## config.mk

```make
export PLATFORM = sky130hd
export DESIGN_NAME = due_date_sorted_queue
export DESIGN_NICKNAME = d
export VERILOG_FILES = /design/src/ddsq_pkg.sv /design/src/due_date_sorted_queue.sv /design/src/ddsq_ctrl.sv /design/src/ddsq_datapath.sv
export SDC_FILE = /design/constraint.sdc
export NUM_CORES = 1
export LEC_CHECK = 0
export ABC_CLOCK_PERIOD_IN_PS = 8100
export BUFFER_PORTS_ARGS = -buffer_cell sky130_fd_sc_hd__buf_4
export CORE_MARGIN = 4
export CORE_UTILIZATION = 40
export CTS_BUF_LIST = sky130_fd_sc_hd__clkbuf_4 sky130_fd_sc_hd__clkbuf_8 sky130_fd_sc_hd__clkbuf_16
export DETAILED_ROUTE_END_ITERATION = 6
export GPL_ROUTABILITY_DRIVEN = 1
export PLACE_DENSITY = 0.6
export SYNTH_ARGS = -nofsm -noshare
export SYNTH_HDL_FRONTEND = slang
export SYNTH_SLANG_ARGS = --single-unit
```

## constraint.sdc

```tcl
create_clock -name clk_i -period 8.1 [get_ports clk_i]
set_input_delay 0.81 -clock clk_i [delete_from_list [all_inputs] [get_ports clk_i]]
set_output_delay 0.81 -clock clk_i [all_outputs]
set_load 0.1 [all_outputs]
```

## src/ddsq_pkg.sv

```systemverilog
// Package for the due-date sorted queue: entry type, codes and date tables.
// Used by every module of the block; depends on nothing.
package ddsq_pkg;

  typedef enum logic [1:0] {
    OP_ENQ   = 2'd0,
    OP_DEQ   = 2'd1,
    OP_QUERY = 2'd2,
    OP_BAD   = 2'd3
  } op_e;

  typedef enum logic [2:0] {
    ST_OK        = 3'd0,
    ST_INVALID   = 3'd1,
    ST_PAST      = 3'd2,
    ST_DUPLICATE = 3'd3,
    ST_FULL      = 3'd4,
    ST_EMPTY     = 3'd5,
    ST_NOT_FOUND = 3'd6
  } status_e;

  typedef enum logic [2:0] {
    S_IDLE,
    S_SCAN,
    S_SHIFT,
    S_RESULT
  } state_e;

  localparam logic [0:0] CFG_TODAY_MONTH = 1'b0;
  localparam logic [0:0] CFG_TODAY_DAY   = 1'b1;
  localparam logic [2:0] MAX_COURSE      = 3'd5;

  typedef struct packed {
    logic [2:0] course;
    logic [7:0] number;
    logic [3:0] month;
    logic [4:0] day;
  } entry_t;

  // Controller to datapath.
  typedef struct packed {
    logic load;   // capture the request
    logic scan;   // run the compare pass over all entries
    logic shift;  // apply the insert or remove to the entry row
  } dp_cmd_t;

  // Datapath to controller.
  typedef struct packed {
    logic needs_shift;
  } dp_status_t;

  function automatic logic [4:0] month_len(input logic [3:0] m);
    case (m)
      4'd1, 4'd3, 4'd5, 4'd7, 4'd8, 4'd10, 4'd12: month_len = 5'd31;
      4'd4, 4'd6, 4'd9, 4'd11:                   month_len = 5'd30;
      4'd2:                                       month_len = 5'd28;
      default:                                    month_len = 5'd0;
    endcase
  endfunction

  function automatic logic [8:0] cum_days(input logic [3:0] m);
    case (m)
      4'd0, 4'd1: cum_days = 9'd0;
      4'd2:       cum_days = 9'd31;
      4'd3:       cum_days = 9'd59;
      4'd4:       cum_days = 9'd90;
      4'd5:       cum_days = 9'd120;
      4'd6:       cum_days = 9'd151;
      4'd7:       cum_days = 9'd181;
      4'd8:       cum_days = 9'd212;
      4'd9:       cum_days = 9'd243;
      4'd10:      cum_days = 9'd273;
      4'd11:      cum_days = 9'd304;
      default:    cum_days = 9'd334;
    endcase
  endfunction

  function automatic logic [8:0] day_of_year(input logic [3:0] m, input logic [4:0] d);
    day_of_year = cum_days(m) + {4'd0, d};
  endfunction

endpackage

```

## src/due_date_sorted_queue.sv

```systemverilog
// Top level of the due-date sorted queue.
// Instantiates ddsq_ctrl and ddsq_datapath; depends on ddsq_pkg.
//
// The block holds up to QUEUE_DEPTH entries sorted by due date and serves
// one item at a time: each item is captured, compared in one pass against
// the entry row, applied to the row by a shift where it inserts or removes
// an entry, and then its result is offered; the next item is taken only
// after that result has been taken. The compare pass checks all entries in
// parallel and the shift moves the whole row at once.
// The current date comes from two registers written on the configuration
// port; the user must write them only while the block is idle, which the
// block itself does not enforce. Entries are not cleared by reset; the
// entry count, the date registers and the pending shift flags are, and
// slots at or past the count never affect a result.
module due_date_sorted_queue #(
  parameter int unsigned QUEUE_DEPTH = 16
) (
  input  logic        clk_i,
  input  logic        rst_ni,
  input  logic        in_valid_i,
  output logic        in_ready_o,
  input  logic [1:0]  opcode_i,
  input  logic [2:0]  course_code_i,
  input  logic [7:0]  assignment_number_i,
  input  logic [3:0]  due_month_i,
  input  logic [4:0]  due_day_i,
  input  logic        has_description_i,
  output logic        out_valid_o,
  input  logic        out_ready_i,
  output logic [2:0]  status_o,
  output logic [2:0]  head_course_o,
  output logic [7:0]  head_number_o,
  output logic [3:0]  head_month_o,
  output logic [4:0]  head_day_o,
  output logic [8:0]  days_left_o,
  input  logic        cfg_we_i,
  input  logic        cfg_index_i,
  input  logic [4:0]  cfg_data_i
);
  import ddsq_pkg::*;

  dp_cmd_t    cmd;
  dp_status_t dp_st;

  ddsq_ctrl u_ctrl (
    .clk_i       (clk_i),
    .rst_ni      (rst_ni),
    .in_valid_i  (in_valid_i),
    .in_ready_o  (in_ready_o),
    .out_valid_o (out_valid_o),
    .out_ready_i (out_ready_i),
    .status_i    (dp_st),
    .cmd_o       (cmd)
  );

  ddsq_datapath #(.QueueDepth(QUEUE_DEPTH)) u_dp (
    .clk_i               (clk_i),
    .rst_ni              (rst_ni),
    .cmd_i               (cmd),
    .status_o            (dp_st),
    .cfg_we_i            (cfg_we_i),
    .cfg_index_i         (cfg_index_i),
    .cfg_data_i          (cfg_data_i),
    .opcode_i            (opcode_i),
    .course_code_i       (course_code_i),
    .assignment_number_i (assignment_number_i),
    .due_month_i         (due_month_i),
    .due_day_i           (due_day_i),
    .has_description_i   (has_description_i),
    .res_status_o        (status_o),
    .head_course_o       (head_course_o),
    .head_number_o       (head_number_o),
    .head_month_o        (head_month_o),
    .head_day_o          (head_day_o),
    .days_left_o         (days_left_o)
  );

  // An accepted item always leads to a scan in the next cycle.
  a_load_scan: assert property (@(posedge clk_i) disable iff (!rst_ni)
    (in_valid_i && in_ready_o) |=> cmd.scan) else $error("scan did not follow accept");

  // The block never takes an item while a result is offered.
  a_one_item: assert property (@(posedge clk_i) disable iff (!rst_ni)
    !(in_ready_o && out_valid_o)) else $error("ready while result pending");

  // A row shift only happens in the cycle after a scan.
  a_shift_after_scan: assert property (@(posedge clk_i) disable iff (!rst_ni)
    cmd.shift |-> $past(cmd.scan)) else $error("shift without scan");

endmodule

```

## src/ddsq_ctrl.sv

```systemverilog
// Controller state machine of the due-date sorted queue.
// Depends on ddsq_pkg; drives the datapath through dp_cmd_t.
module ddsq_ctrl (
  input  logic                   clk_i,
  input  logic                   rst_ni,
  input  logic                   in_valid_i,
  output logic                   in_ready_o,
  output logic                   out_valid_o,
  input  logic                   out_ready_i,
  input  ddsq_pkg::dp_status_t   status_i,
  output ddsq_pkg::dp_cmd_t      cmd_o
);
  import ddsq_pkg::*;

  state_e state_q, state_d;

  always_comb begin
    state_d = state_q;
    case (state_q)
      S_IDLE:   if (in_valid_i) state_d = S_SCAN;
      S_SCAN:   state_d = S_SHIFT;
      S_SHIFT:  state_d = S_RESULT;
      S_RESULT: if (out_ready_i) state_d = S_IDLE;
      default:  state_d = S_IDLE;
    endcase
  end

  always_comb begin
    in_ready_o  = 1'b0;
    out_valid_o = 1'b0;
    cmd_o       = '0;
    case (state_q)
      S_IDLE: begin
        in_ready_o = 1'b1;
        cmd_o.load = in_valid_i;
      end
      S_SCAN:   cmd_o.scan = 1'b1;
      S_SHIFT:  cmd_o.shift = status_i.needs_shift;
      S_RESULT: out_valid_o = 1'b1;
      default: ;
    endcase
  end

  always_ff @(posedge clk_i or negedge rst_ni) begin
    if (!rst_ni) begin
      state_q <= S_IDLE;
    end else begin
      state_q <= state_d;
    end
  end

endmodule

```

## src/ddsq_datapath.sv

```systemverilog
// Datapath of the due-date sorted queue: entry row, checks and result.
// Depends on ddsq_pkg; commanded by ddsq_ctrl.
module ddsq_datapath #(
  parameter int unsigned QueueDepth = 16
) (
  input  logic                  clk_i,
  input  logic                  rst_ni,
  input  ddsq_pkg::dp_cmd_t     cmd_i,
  output ddsq_pkg::dp_status_t  status_o,
  input  logic                  cfg_we_i,
  input  logic                  cfg_index_i,
  input  logic [4:0]            cfg_data_i,
  input  logic [1:0]            opcode_i,
  input  logic [2:0]            course_code_i,
  input  logic [7:0]            assignment_number_i,
  input  logic [3:0]            due_month_i,
  input  logic [4:0]            due_day_i,
  input  logic                  has_description_i,
  output logic [2:0]            res_status_o,
  output logic [2:0]            head_course_o,
  output logic [7:0]            head_number_o,
  output logic [3:0]            head_month_o,
  output logic [4:0]            head_day_o,
  output logic [8:0]            days_left_o
);
  import ddsq_pkg::*;

  localparam int unsigned CntW = $clog2(QueueDepth + 1);

  entry_t            row_q [QueueDepth];
  logic [CntW-1:0]   count_q;
  logic [3:0]        today_m_q;
  logic [4:0]        today_d_q;

  logic [1:0]        op_q;
  entry_t            req_q;
  logic              desc_q;

  // Scan results.
  logic [CntW-1:0]   pos_q;
  logic              ins_q, rem_q;
  logic [2:0]        st_q;
  entry_t            head_q;
  logic [8:0]        left_q;

  // Combinational scan over independent entries.
  logic [QueueDepth-1:0] live, dup, later, crs;
  logic [CntW-1:0]   pos_c;
  logic              found_c;
  entry_t            hit_c;
  logic [3:0]        now_m;
  logic [8:0]        now_doy, due_doy;
  logic [4:0]        mlen;
  logic              bad_c, past_c;

  always_comb begin
    now_m = (today_m_q == 4'd0) ? 4'd1 : (today_m_q > 4'd12 ? 4'd12 : today_m_q);
    now_doy = cum_days(now_m) + {4'd0, today_d_q};
    mlen = month_len(req_q.month);
    bad_c = (req_q.course > MAX_COURSE) || !desc_q || (mlen == 5'd0) ||
            (req_q.day == 5'd0) || (req_q.day > mlen);
    past_c = day_of_year(req_q.month, req_q.day) < now_doy;
    for (int i = 0; i < QueueDepth; i++) begin
      live[i]  = CntW'(i) < count_q;
      dup[i]   = live[i] && (row_q[i] == req_q);
      later[i] = live[i] && ({row_q[i].month, row_q[i].day} > {req_q.month, req_q.day});
      crs[i]   = live[i] && (row_q[i].course == req_q.course);
    end
    // Entries are sorted, so the insert point is the number of entries not later.
    pos_c = count_q;
    for (int i = QueueDepth - 1; i >= 0; i--) begin
      if (later[i]) pos_c = CntW'(i);
    end
    found_c = |crs;
    hit_c = row_q[0];
    for (int i = QueueDepth - 1; i >= 0; i--) begin
      if (crs[i]) hit_c = row_q[i];
    end
    due_doy = day_of_year(hit_c.month, hit_c.day);
  end

  assign status_o.needs_shift = ins_q || rem_q;

  always_ff @(posedge clk_i or negedge rst_ni) begin
    if (!rst_ni) begin
      count_q   <= '0;
      today_m_q <= 4'd1;
      today_d_q <= 5'd1;
      ins_q     <= 1'b0;
      rem_q     <= 1'b0;
    end else begin
      if (cfg_we_i) begin
        if (cfg_index_i == CFG_TODAY_MONTH) today_m_q <= cfg_data_i[3:0];
        else today_d_q <= cfg_data_i;
      end
      if (cmd_i.scan) begin
        ins_q <= 1'b0;
        rem_q <= 1'b0;
        case (op_e'(op_q))
          OP_ENQ: begin
            if (!bad_c && !past_c && !(|dup) && count_q != CntW'(QueueDepth)) ins_q <= 1'b1;
          end
          OP_DEQ:  if (count_q != '0) rem_q <= 1'b1;
          default: ;
        endcase
      end
      if (cmd_i.shift) begin
        if (ins_q) count_q <= count_q + CntW'(1);
        else count_q <= count_q - CntW'(1);
      end
    end
  end

  always_ff @(posedge clk_i) begin
    if (cmd_i.load) begin
      op_q   <= opcode_i;
      req_q  <= '{course: course_code_i, number: assignment_number_i,
                  month: due_month_i, day: due_day_i};
      desc_q <= has_description_i;
    end
    if (cmd_i.scan) begin
      pos_q  <= pos_c;
      head_q <= '0;
      left_q <= '0;
      case (op_e'(op_q))
        OP_ENQ: begin
          if (bad_c) st_q <= ST_INVALID;
          else if (past_c) st_q <= ST_PAST;
          else if (|dup) st_q <= ST_DUPLICATE;
          else if (count_q == CntW'(QueueDepth)) st_q <= ST_FULL;
          else st_q <= ST_OK;
        end
        OP_DEQ: begin
          if (count_q == '0) st_q <= ST_EMPTY;
          else begin
            st_q   <= ST_OK;
            head_q <= row_q[0];
          end
        end
        OP_QUERY: begin
          if (found_c) begin
            st_q   <= ST_OK;
            left_q <= (due_doy >= now_doy) ? (due_doy - now_doy + 9'd1) : 9'd0;
          end else st_q <= ST_NOT_FOUND;
        end
        default: st_q <= ST_INVALID;
      endcase
    end
    if (cmd_i.shift) begin
      for (int i = 0; i < QueueDepth; i++) begin
        if (ins_q) begin
          if (CntW'(i) == pos_q) row_q[i] <= req_q;
          else if (CntW'(i) > pos_q && i > 0) row_q[i] <= row_q[(i > 0) ? i - 1 : 0];
        end else if (i < QueueDepth - 1) begin
          row_q[i] <= row_q[i + 1];
        end
      end
    end
  end

  assign res_status_o  = st_q;
  assign head_course_o = head_q.course;
  assign head_number_o = head_q.number;
  assign head_month_o  = head_q.month;
  assign head_day_o    = head_q.day;
  assign days_left_o   = left_q;

endmodule

```

# [Yosys cells after proc, flatten, opt, wreduce, memory -nomap -nowiden]
# Memory sizes are Yosys's and may differ from the RTL's. A register that Yosys moved wholly into a read port is not among the register bits.
# Cells that the tools add are included.
# Widths: inputs -> output; s select.
[totals] register_bits=79 ramBits=320 mem_bits_ro=512 in_bits=34 output_inout_bits=34 elab_cells=481 n_memories=5
[memory_table] memory="u_dp.row_q" depth=16 word_bits=20 rd=16 rd_clocked_by_memory_dff=0 write_ports=16 line_no="ddsq_datapath.sv:30" rtl="entry_t row_q [QueueDepth];"
[memory_table] memory="(name not given)" depth=16 word_bits=9 rd=1 rd_clocked_by_memory_dff=0 write_ports=0 line_no="ddsq_pkg.sv:62" rtl="case (m)"
[memory_table] memory="(name not given)" depth=16 word_bits=9 rd=1 rd_clocked_by_memory_dff=1 write_ports=0 line_no="ddsq_pkg.sv:62"
[memory_table] memory="(name not given)" depth=16 word_bits=9 rd=1 rd_clocked_by_memory_dff=0 write_ports=0 line_no="ddsq_pkg.sv:62"
[memory_table] memory="(name not given)" depth=16 word_bits=5 rd=1 rd_clocked_by_memory_dff=1 write_ports=0 line_no="ddsq_pkg.sv:53" rtl="case (m)"
[classes] addsub=7 magnitude_cmp=52 eq_ne=56 mux=227 bitwise_logic=32 n_reduce_logical=79
[op_table] cell="$mux 20" n=30
[op_table] cell="$eq 20x20->1" n=16
[op_table] cell="$mux 1" n=152
[op_table] cell="$gt 9x9->1" n=16
[op_table] cell="$mux 9" n=16
[op_table] cell="$logic_and 1x1->1" n=51
[op_table] cell="$eq 3x3->1" n=16
[op_table] cell="$mux 4" n=12
[op_table] cell="$reduce_or 16->1" n=3
[op_table] cell="$eq 4x5->1 const A" n=8
[op_table] cell="$gt 4x5->1 const A" n=8
[op_table] cell="$lt 4x5->1 const A" n=8
[op_table] cell="$mux 3" n=12
[op_table] cell="$or 1x1->1" n=30
[op_table] cell="$add 9x5->9" n=3
[op_table] cell="$eq 3x5->1 const A" n=4
[op_table] cell="$gt 3x5->1 const A" n=4
[op_table] cell="$logic_not 5->1" n=4
[op_table] cell="$lt 3x5->1 const A" n=4
[op_table] cell="$pmux 3 s4" n=1
[op_table] cell="$eq 2x5->1 const A" n=2
[op_table] cell="$gt 2x5->1 const A" n=2
[op_table] cell="$lt 1x5->1 const A" n=2
[op_table] cell="$lt 2x5->1 const A" n=2
[op_table] cell="other kinds (33)" n=47

# [Logic depth before layout (Yosys ltp)]
# Gate-level depths: netlist of run 1.
# An unclocked memory read counts as a cell.
[logic_depth] word_depth=23 mapped_depth=31 depth_no_buf=28

# [Cells and area by module]
# A second synthesis of run 1 with hierarchy kept.
[unflattened] cells_unflattened=2967 area_unflattened_um2=29183.0
[by_module_without_submodules] module="ddsq_datapath" instances=1 cells_per_inst=2950 area_each_um2=29001.6 seq_area_each_um2=12054.1
[by_module_without_submodules] module="ddsq_ctrl" instances=1 cells_per_inst=17 area_each_um2=181.4 seq_area_each_um2=50.0

# [Worst setup path after synthesis of run 1]
# No wires, ideal clock.
[synth_path] path_type="register to register" from="register u_dp.req_q[18] in the netlist's numbering" to="register u_dp.left_q[8], in the netlist u_dp.days_left_o[8], data pin" setup_time_ps=264 arrival_ps=5775 t_required_ps=7836 setup_slack_ps=2062 stages_incl_launch_ff=31 path_buffers=4 period_less_slack_ps=6038 cell_sequence="edfxtp_1 > buf_6 > buf_6 > xor2_1 > or4_1 > buf_2 > buf_6 > a211o_1 > a311oi_1 > a21oi_1 > a211o_1 > nand4_1 > nand2_1 > a41o_4 > inv_1 > ha_1 > o22ai_1 > ha_1 > inv_1 > fa_1 > xnor2_1 > ha_1 > ha_1 > a21o_1 > a21o_1 > a21o_1 > a21oi_1 > o21bai_1 > a21oi_1 > xnor2_1 > nor2_1"
[synth_between] elab_chain_cells=22 word_cells_on_any_way=55 cone_classes="add/sub: 3; order compare: 1; eq/ne: 16; mux: 16; reduce/logical: 18; memory: 1"
[synth_rtl] item="from (decl)" line_no="ddsq_datapath.sv:36" rtl="entry_t req_q;"
[synth_rtl] item="from (signal assigned)" line_no="ddsq_datapath.sv:117" rtl="req_q <= '{course: course_code_i, number: assignment_number_i,"
[synth_rtl] item="$eq 3x3->1" line_no="ddsq_datapath.sv:67" rtl="crs[i] = live[i] && (row_q[i].course == req_q.course);"
[synth_rtl] item="$logic_and 1x1->1" line_no="ddsq_datapath.sv:67"
[synth_rtl] item="$mux 9 (16 in a row)" line_no="ddsq_datapath.sv:77" rtl="if (crs[i]) hit_c = row_q[i];"
[synth_rtl] item="$mem_v2 16x9"
[synth_rtl] item="$add 9x5->9" line_no="ddsq_pkg.sv:79" rtl="day_of_year = cum_days(m) + {4'd0, d};"
[synth_rtl] item="$sub 9x9->9 or $ge 9x9->1 (tied branches)" line_no="ddsq_datapath.sv:143" rtl="left_q <= (due_doy >= now_doy) ? (due_doy - now_doy + 9'd1) : 9'd0;"
[synth_rtl] item="$add 9x1->9 or $reduce_and 3->1 (tied branches)"
[synth_rtl] item="to (signal assigned)" line_no="ddsq_datapath.sv:143"
[synth_rtl] item="to (decl)" line_no="ddsq_datapath.sv:44" rtl="logic [8:0] left_q;"
# Parallel ways exist; a longest one is shown, timed or not.
# A chain may end at the register's enable or synchronous reset.

# [Final worst setup path of run 1]
[layout_path] from="register u_dp.count_q[3]" to="register u_dp.left_q[3], in the netlist u_dp.days_left_o[3], data pin"
[layout_between] elab_chain_cells=22 word_cells_on_any_way=55 cone_classes="add/sub: 3; order compare: 17; mux: 16; reduce/logical: 18; memory: 1"
[layout_rtl] item="from (decl)" line_no="ddsq_datapath.sv:31" rtl="logic [CntW-1:0] count_q;"
[layout_rtl] item="from (signal assigned)" line_no="ddsq_datapath.sv:108" rtl="if (ins_q) count_q <= count_q + CntW'(1);"
[layout_rtl] item="from (signal assigned)" line_no="ddsq_datapath.sv:109" rtl="else count_q <= count_q - CntW'(1);"
[layout_rtl] item="$lt 4x5->1" line_no="ddsq_datapath.sv:64" rtl="live[i] = CntW'(i) < count_q;"
[layout_rtl] item="$logic_and 1x1->1" line_no="ddsq_datapath.sv:67"
[layout_rtl] item="$mux 9 (16 in a row)" line_no="ddsq_datapath.sv:77"
[layout_rtl] item="$mem_v2 16x9"
[layout_rtl] item="$add 9x5->9" line_no="ddsq_pkg.sv:79"
[layout_rtl] item="$sub 9x9->9 or $ge 9x9->1 (tied branches)" line_no="ddsq_datapath.sv:143"
[layout_rtl] item="$add 9x1->9 or $reduce_and 3->1 (tied branches)"
# Parallel ways exist; a longest one is shown, timed or not.

==> results of run 1 <==
==> state kept, by name, summed over array words and instances (netlist names), 4 cells and up, named ones only <==
name                count
u_dp.today_d_q          5
u_dp.head_number_o      8
u_dp.row_q            320
u_dp.count_q            5
u_dp.today_m_q          4
u_dp.days_left_o        9
u_dp.head_month_o       4
u_dp.req_q             20
u_dp.pos_q              5
u_dp.head_day_o         5
==> how the worst min path moves through the flow <==
stage | from | endpoint | depth (start not counted)
2_1_floorplan | u_dp.today_d_q[2]$_DFFE_PN0P_ | u_dp.today_d_q[2]$_DFFE_PN0P_ | 1
3_3_place_gp | u_dp.today_d_q[3]$_DFFE_PN0P_ | u_dp.today_d_q[3]$_DFFE_PN0P_ | 1
3_5_place_dp | u_dp.today_d_q[3]$_DFFE_PN0P_ | u_dp.today_d_q[3]$_DFFE_PN0P_ | 1
4_1_cts | rst_ni | u_dp.count_q[2]$_DFFE_PN0P_ | 1
5_1_grt | rst_ni | u_dp.count_q[1]$_DFFE_PN0P_ | 1
6_report | rst_ni | u_dp.today_d_q[1]$_DFFE_PN0P_ | 1
==> routing by layer <==
layer	share of wire, %	up-vias	wire length, um
li1	-	10700	-
met1	42	11500	41400
met2	46	993	44800
met3	7.0	245	6900
met4	4.9	2	4780
met5	0.020	-	20
==> worst register-to-register path, stage by stage, from the launching register on <==
cell	delay, ns
dfrtp_1	0.77
a41oi_1	0.44
or4_1	0.76
a211o_1	0.36
a311oi_1	0.29
a21oi_1	0.08
a211o_1	0.38
nand4_1	0.12
nand2_1	0.07
a41o_4	0.32
inv_1	0.17
ha_1	0.25
o22ai_1	0.17
ha_1	0.19
inv_1	0.05
fa_1	0.40
inv_1	0.07
a21oi_1	0.07
o21bai_1	0.20
a21oi_1	0.17
nor4b_4	0.25
xnor2_1	0.17
a21oi_1	0.13
fa_1	0.43
o21ai_0	0.08
nand3_1	0.28
nor3_1	0.28
==> cells by family after synthesis <==
| kind of cell | after synthesis |
|---|---|
| xor gates and xnor gates | 206 |
| adders and majority gates | 230 |
| DFF | 410 |
| muxes | 282 |
| buffers and inverters | 281 |
| AOI/OAI and AO/OA | 708 |
| and+or+nand+nor | 825 |
==> placed cells by master (no fill, tap or decap), types with 23 or more instances in the layout <==
| cell | instances |
|---|---|
| a21o_1 | 23 |
| a21oi_1 | 102 |
| and2_1 | 24 |
| buf_4 | 133 |
| clkbuf_16 | 52 |
| edfxtp_1 | 380 |
| ha_1 | 222 |
| inv_1 | 86 |
| mux2_2 | 27 |
| mux2i_1 | 255 |
| nand2_1 | 450 |
| nand3_1 | 34 |
| nand4_1 | 46 |
| nor2_1 | 101 |
| nor2b_1 | 28 |
| nor3_1 | 37 |
| nor4_1 | 35 |
| o21a_1 | 60 |
| o21ai_0 | 337 |
| xnor2_1 | 84 |
| xor2_1 | 122 |
==> metrics by stage <==
| stage | utilization, % | total power [uW] | hold WS (ns) |
|---|---|---|---|
| 6_report | 44.8 | 13400 | 0.0884 |
| 5_1_grt | 44.8 | 14300 | 0.0820 |
| 4_1_cts | 44.8 | 13400 | 0.0579 |
| 2_1_floorplan | - | 9120 | 0.484 |
| 3_5_place_dp | 42.5 | 11100 | 0.521 |
| 3_3_place_gp | 42.5 | 10900 | 0.509 |
==> cell type report <==
class | instances | share of cell area [%]
Timing Repair Buffer | 134 | 3.17
Clock buffer | 70 | 4.49
Antenna cell | 1 | 0.00778
Clock inverter | 23 | 0.669
Inverter | 87 | 1.02
Sequential cell | 410 | 37.6
Tap cell | 950 | 3.70
Multi-Input combinational cell | 2251 | 49.3
==> power groups by stage <==
stage / combinational, uW / sequential, uW / clock [uW]
global placement: 7290 / 3610 / 0
floorplan: 5310 / 3810 / 0
CTS: 7480 / 3580 / 2350
detailed placement: 7430 / 3620 / 0
global route: 8260 / 3630 / 2440
finish: 7480 / 3600 / 2310
==> summary.md, run 1 <==
| Metric | Value |
|---|---|
| Status | `finished clean` |
| Area leader, netlist | `edfxtp_1` |
| NumNets Final | `3198` |
| Static leakage | `0.0127 uW` |
| Post-Synthesis Cells | `2942` |
| Starting Density | `40.5%` |
| Max Transition Viols Final | `0` |
| Wirelength, routed | `about 98000 um` |
| Cell with the most instances after synthesis | `nand2_1` |
| Final setup margin | `0.996 ns` |
| Number of CTS-inserted buffers | `50` |
| All-Layer GR Usage | `between 20 and 25%` |
| Compound-Gate Fraction of Synth Area | `15.1%` |
| DRC | `0` |
| Setup WS pre-CTS | `1.11 ns` |
| Worst-Margin Slew | `1.23 ns` |
| R2R Setup Slk | `1.0 ns` |
| Critical-path maximum fanout | `17` |
| Cell area after layout | `32200 um2` |
| Multi-input logic area | `15900 um2` |
| Initial DRC Count | `2353` |
| Row cnt | `98` |
| Synth area leaders | `edfxtp_1 39%, ha_1 9.6%, mux2i_1 8.8%` |
| Worst Setup SP | `u_dp.count_q[3]$_DFFE_PN0P_` |
| First-pass GRT wire length | `between 100000 and 150000 um` |
| Post-DP HPWL | `70700 um` |
| Drt pass-1 iters | `5` |
| ANT nets after route | `0` |
| Post-CTS Setup Inserts | `0` |
| Highest Clock Rate | `141 MHz` |
| Die width | `277 um` |
| Worst Path Required | `8.52 ns` |
| Core area | `71700 um2` |
| Synth Area in Simple Gates | `13.0%` |
| Most frequent cell on the critical path | `a21oi_1` |
| Combinational share of power | `55.9%` |
| Global route total overflow | `0` |
| Sequential element share of the synthesized area | `between 40% and 50%` |
| Area Overhead vs Synth | `10.8%` |
| Psw | `6110 uW` |
| Crit path buffers/inverters | `3` |
| Pint | `7280 uW` |
| Power per standard cell area | `~420 nW/um2` |
| Critical path capture point | `u_dp.days_left_o[3]$_SDFFCE_PN0P_` |
| Worst Reg-to-Reg Cells | `26` |
| Crit path largest cell delay | `0.77 ns` |
| Ys Warns | `0` |
| Full die area | `77000 um2` |
| Worst vdd ir | `694 uV` |
| Post-Synth Adder-Cell Area | `10.1%` |
| Met2 GRT Util | `39.1%` |
| Fillers | `6827` |
| Vias in the first global route | `22700` |
| CP Launch Type | `register` |
| Met3 Use GR | `4.01%` |
| Post-synth top flop | `edfxtp_1` |
| Hold Violations, Final | `0` |
| DR vias/cell | `5.98` |
| Post-synth top area share | `39.3%` |
| Dpl cell area | `30500 um2` |
| Hold-fix buffers at CTS | `0` |
| Post-synth net total | `around 3200` |
| Setup-failing EPs final | `0` |
| Die Ht | `277 um` |
| Tcrit/Tclk final | `~90%` |
| H-tree depth | `2` |
| Slowest-stage cell, CP | `dfrtp_1` |
| Inst Count DP | `3832` |
| R2R Path Start | `u_dp.count_q[3]$_DFFE_PN0P_` |
| Clock Skews | `0.0259 ns` |
| Avg WL per Cell | `24.9 um` |
| Switch share | `45.6%` |
| Power share of the clock group | `about 17%` |
| Mux share of post-synthesis cell area | `9.84%` |
| Max cap viols | `0` |
| Main combinational cell family by area after synthesis | `compound AO/OA/AOI/OAI gates` |
| Total I/O pin count | `slightly below 70` |
| Area of the mapped netlist | `29000 um2` |
| Nature of the critical path endpoint | `register` |
| Synth Area per Inst | `roughly 9.9 um2` |
| Reg-to-Reg End | `u_dp.days_left_o[3]$_SDFFCE_PN0P_` |
| Crit-path leading delay family | `compound AO/OA/AOI/OAI gates` |
| GRT busiest layer | `met2` |
| Vias | `23500` |
| Post-route insts no fill | `between 3000 and 4000` |
| RD Place Congestion | `0.986` |
| CTS resizes | `0` |
| Largest net degree at the start of global routing | `199` |
| Crit path kind | `register to register` |
| Root Driver | `clkbuf_16` |
| CTS max path bufs | `3` |
| Sequential Power Share | `a little over a quarter` |
| Setup TNS | `0 ns` |
| Seq. cell area | `approximately 12000 um2` |
| Synth Register Bits | `410` |
| Clock Pin Slew Worst Setup and Hold Paths | `0.06 ns` |
| Slew margin rel. | `18.0%` |
| Worst path depth | `26` |
| XOR/XNOR share of the synthesized area | `6.21%` |
| CP arrival | `7.52 ns` |
| Synth cell types | `96` |
| Grt met1 use | `around a third` |
| Post-synth EDFFs | `380` |
| Async SR Flop Fraction | `4.39%` |
| Final critical-path required period | `7.10 ns` |
| PortBufs | `67` |
| Top post-synthesis cells by count | `450 x nand2_1, 380 x edfxtp_1, 337 x o21ai_0, 255 x mux2i_1, 223 x ha_1` |
| Share of cells above drive strength 1 | `between 10% and 20%` |
| RSZ-0062 raised after global routing | `false` |
| CTS tree | `built` |
| Hold WC Path Type | `input pin to async pin` |
| Initial antenna violation count | `1` |
| Worst-skew pair later-pin latency | `~0.60 ns` |
| Clk sink count | `410` |
Power figures use the tool's default switching activity.
==> inputs of run 2 (changes only) <==
--- a/config.mk
+++ b/config.mk
@@ -5,7 +5,7 @@
 export SDC_FILE = /design/constraint.sdc
 export NUM_CORES = 1
 export LEC_CHECK = 0
-export ABC_CLOCK_PERIOD_IN_PS = 8100
+export ABC_CLOCK_PERIOD_IN_PS = 6800
 export BUFFER_PORTS_ARGS = -buffer_cell sky130_fd_sc_hd__buf_4
 export CORE_MARGIN = 4
 export CORE_UTILIZATION = 40
@@ -13,6 +13,7 @@
 export DETAILED_ROUTE_END_ITERATION = 6
 export GPL_ROUTABILITY_DRIVEN = 1
 export PLACE_DENSITY = 0.6
+export SETUP_SLACK_MARGIN = 0.05
 export SYNTH_ARGS = -nofsm -noshare
 export SYNTH_HDL_FRONTEND = slang
 export SYNTH_SLANG_ARGS = --single-unit
==> constraint.sdc (replaced) <==
create_clock -name clk_i -period 6.8 [get_ports clk_i]
set_input_delay 0.68 -clock clk_i [delete_from_list [all_inputs] [get_ports clk_i]]
set_output_delay 0.68 -clock clk_i [all_outputs]
set_load 0.1 [all_outputs]
==> summary.md, run 2 (synthesis results as in run 1) <==
| Metric | Value |
|---|---|
| Status | `finished clean` |
| Area Overhead vs Synth | `11.7%` |
| Final setup margin | `~0.37 ns` |
| Worst-Margin Slew | `between 1 and 1.5 ns` |
| Die Ht | `277 um` |
| Critical-path maximum fanout | `16` |
| Most common cell after layout, fill and taps aside | `nand2_1` |
| Starting Density | `about two fifths` |
| Crit path largest cell delay | `0.54 ns` |
| Final critical-path required period | `6.43 ns` |
| Post-route insts no fill | `3961` |
| CTS max path bufs | `3` |
| Initial DRC Count | `roughly 2100` |
| Met3 routed WL | `~6900 um` |
| ANT nets after route | `0` |
| Met2 wire length | `45400 um` |
| CP arrival | `6.77 ns` |
| Slowest-stage cell, CP | `nor4_2` |
| H-tree depth | `2` |
| Number of CTS-inserted buffers | `51` |
| R2R Setup Slk | `0.37 ns` |
| Nature of the critical path endpoint | `register` |
| Total I/O pin count | `68` |
| Max cap viols | `0` |
| Vias | `23600` |
| Full die area | `77000 um2` |
| RD Place Congestion | `0.995` |
| Clock Pin Slew Worst Setup and Hold Paths | `0.06 ns` |
| Row cnt | `98` |
| Metal-1 WL | `41700 um` |
| Static leakage | `roughly 0.013 uW` |
| Inst Count DP | `just under 4000` |
| Clk sink count | `410` |
| PortBufs | `67` |
| Setup-failing EPs final | `0` |
| Tcrit/Tclk final | `between 90% and 100%` |
| All-Layer GR Usage | `24.6%` |
| Max Transition Viols Final | `0` |
| Cell area after layout | `approximately 32000 um2` |
| Initial antenna violation count | `0` |
| Crit-path leading delay family | `compound AO/OA/AOI/OAI gates` |
| Max FFs per register | `320` |
| Setup WS pre-CTS | `0.498 ns` |
| DR vias/cell | `5.95` |
| Most frequent cell on the critical path | `a21oi_1` |
| Slew margin rel. | `between 15 and 20%` |
| Highest Clock Rate | `155 MHz` |
| Top routing layer in use | `met4` |
| NumNets Final | `3233` |
| Setup TNS | `0 ns` |
| First-pass GRT wire length | `147000 um` |
| Worst Path Required | `7.13 ns` |
| Dpl cell area | `between 30000 and 40000 um2` |
| Crit path kind | `register to register` |
| Global route total overflow | `0` |
| Drt pass-1 iters | `6` |
| Vias in the first global route | `approximately 23000` |
| Most frequent cells in the layout | `450 x nand2_1, 380 x edfxtp_1, 337 x o21ai_0` |
| Avg WL per Cell | `approximately 25 um` |
| Core area | `roughly 72000 um2` |
| Worst-skew pair later-pin latency | `around 0.61 ns` |
| Worst vdd ir | `785 uV` |
| Wirelength, routed | `98100 um` |
| Post-DP HPWL | `71400 um` |
| Clock Skews | `0.0228 ns` |
| CP Launch Type | `register` |
| DRC | `0` |
| Hold WC Path Type | `input pin to register` |
| CTS tree | `built` |
| Root Driver | `clkbuf_16` |
| RSZ-0062 raised after global routing | `false` |
| Crit path cell chain | `buf_4, a31oi_1, nor4_2, buf_4, a21oi_1, a211oi_1, a211oi_1, o21a_1, a2111oi_1, buf_4, o221ai_1, a221oi_1, ha_1, a21oi_1, o21bai_1, a21oi_1, xor2_1, ha_1, ha_1, a21oi_1, o21bai_1, a21oi_1, xnor2_1, nor2_1` |
| Pwr Total | `16000 uW` |
| Power per standard cell area | `494 nW/um2` |
| Die width | `277 um` |
| Share of cells above drive strength 1 | `between 10% and 20%` |
| Crit path buffers/inverters | `3` |
| Largest net degree at the start of global routing | `around 240` |
| Hold Violations, Final | `0` |
| Top reg by flops | `u_dp.row_q` |
[run 2: changes by cell type in the layout (fill, tap and decap cells not counted), moves of 2 or more]
cell,change
buf_4,+32
clkinv_1,+2
clkinvlp_4,+2
clkbuf_8,+2
inv_4,-3
[run 2: what timing repair did]
item	4_1_cts	5_1_grt
endpoints found under the setup margin	0	4
setup buffers	0	2
gates resized for setup	0	3
hold endpoints to repair	16	0
hold buffers	1	0
[run 2: where the power goes]
part	internal [uW]	leakage, uW	switching, uW
sequential	3650	0.00380	582
clock	1560	0.000814	1120
combinational	3520	0.00827	5600
total	8730	0.0129	7300
[run 2: through the flow]
| stage | hold WS, ns | utilization (%) |
|---|---|---|
| floorplan | 0.384 | - |
| global placement | 0.507 | 42.9 |
| detailed placement | 0.509 | 42.9 |
| CTS | 0.217 | 45.2 |
| global route | 0.234 | 45.2 |
| finish | 0.258 | 45.2 |
[run 2: cell type report]
cell class / instances / area, um2
multi-input combinational: 2251 / 15900
clock buffer: 71 / 1450
tap: 950 / 1190
clock inverter: 23 / 193
sequential: 410 / 12100
fill: 6844 / 39300
timing repair buffer: 168 / 1290
antenna: 1 / 2.50
inverter: 87 / 327
[run 2: layer usage]
| metal | track usage (%) | vias up |
|---|---|---|
| met2 | 40.0 | 916 |
| met3 | 3.83 | 204 |
| met5 | 0 | - |
| met1 | 33.1 | 11700 |
| met4 | 9.48 | 0 |
| li1 | - | 10800 |
[run 2: path summary, 6_finish.rpt]
kind / from / end / depth (start not counted)
setup reg to reg: u_dp.count_q[2]$_DFFE_PN0P_ / u_dp.days_left_o[8]$_SDFFCE_PN0P_ / 24
min in group asynchronous: rst_ni / u_dp.today_m_q[3]$_DFFE_PN0P_ / 2
hold / removal: due_day_i[4] / u_dp.req_q[4]$_DFFE_PP_ / 1
max in group asynchronous: rst_ni / u_dp.today_d_q[0]$_DFFE_PN1P_ / 2
hold reg to reg: u_dp.today_d_q[3]$_DFFE_PN0P_ / u_dp.today_d_q[3]$_DFFE_PN0P_ / 1
setup / recovery: u_dp.count_q[2]$_DFFE_PN0P_ / u_dp.days_left_o[8]$_SDFFCE_PN0P_ / 24
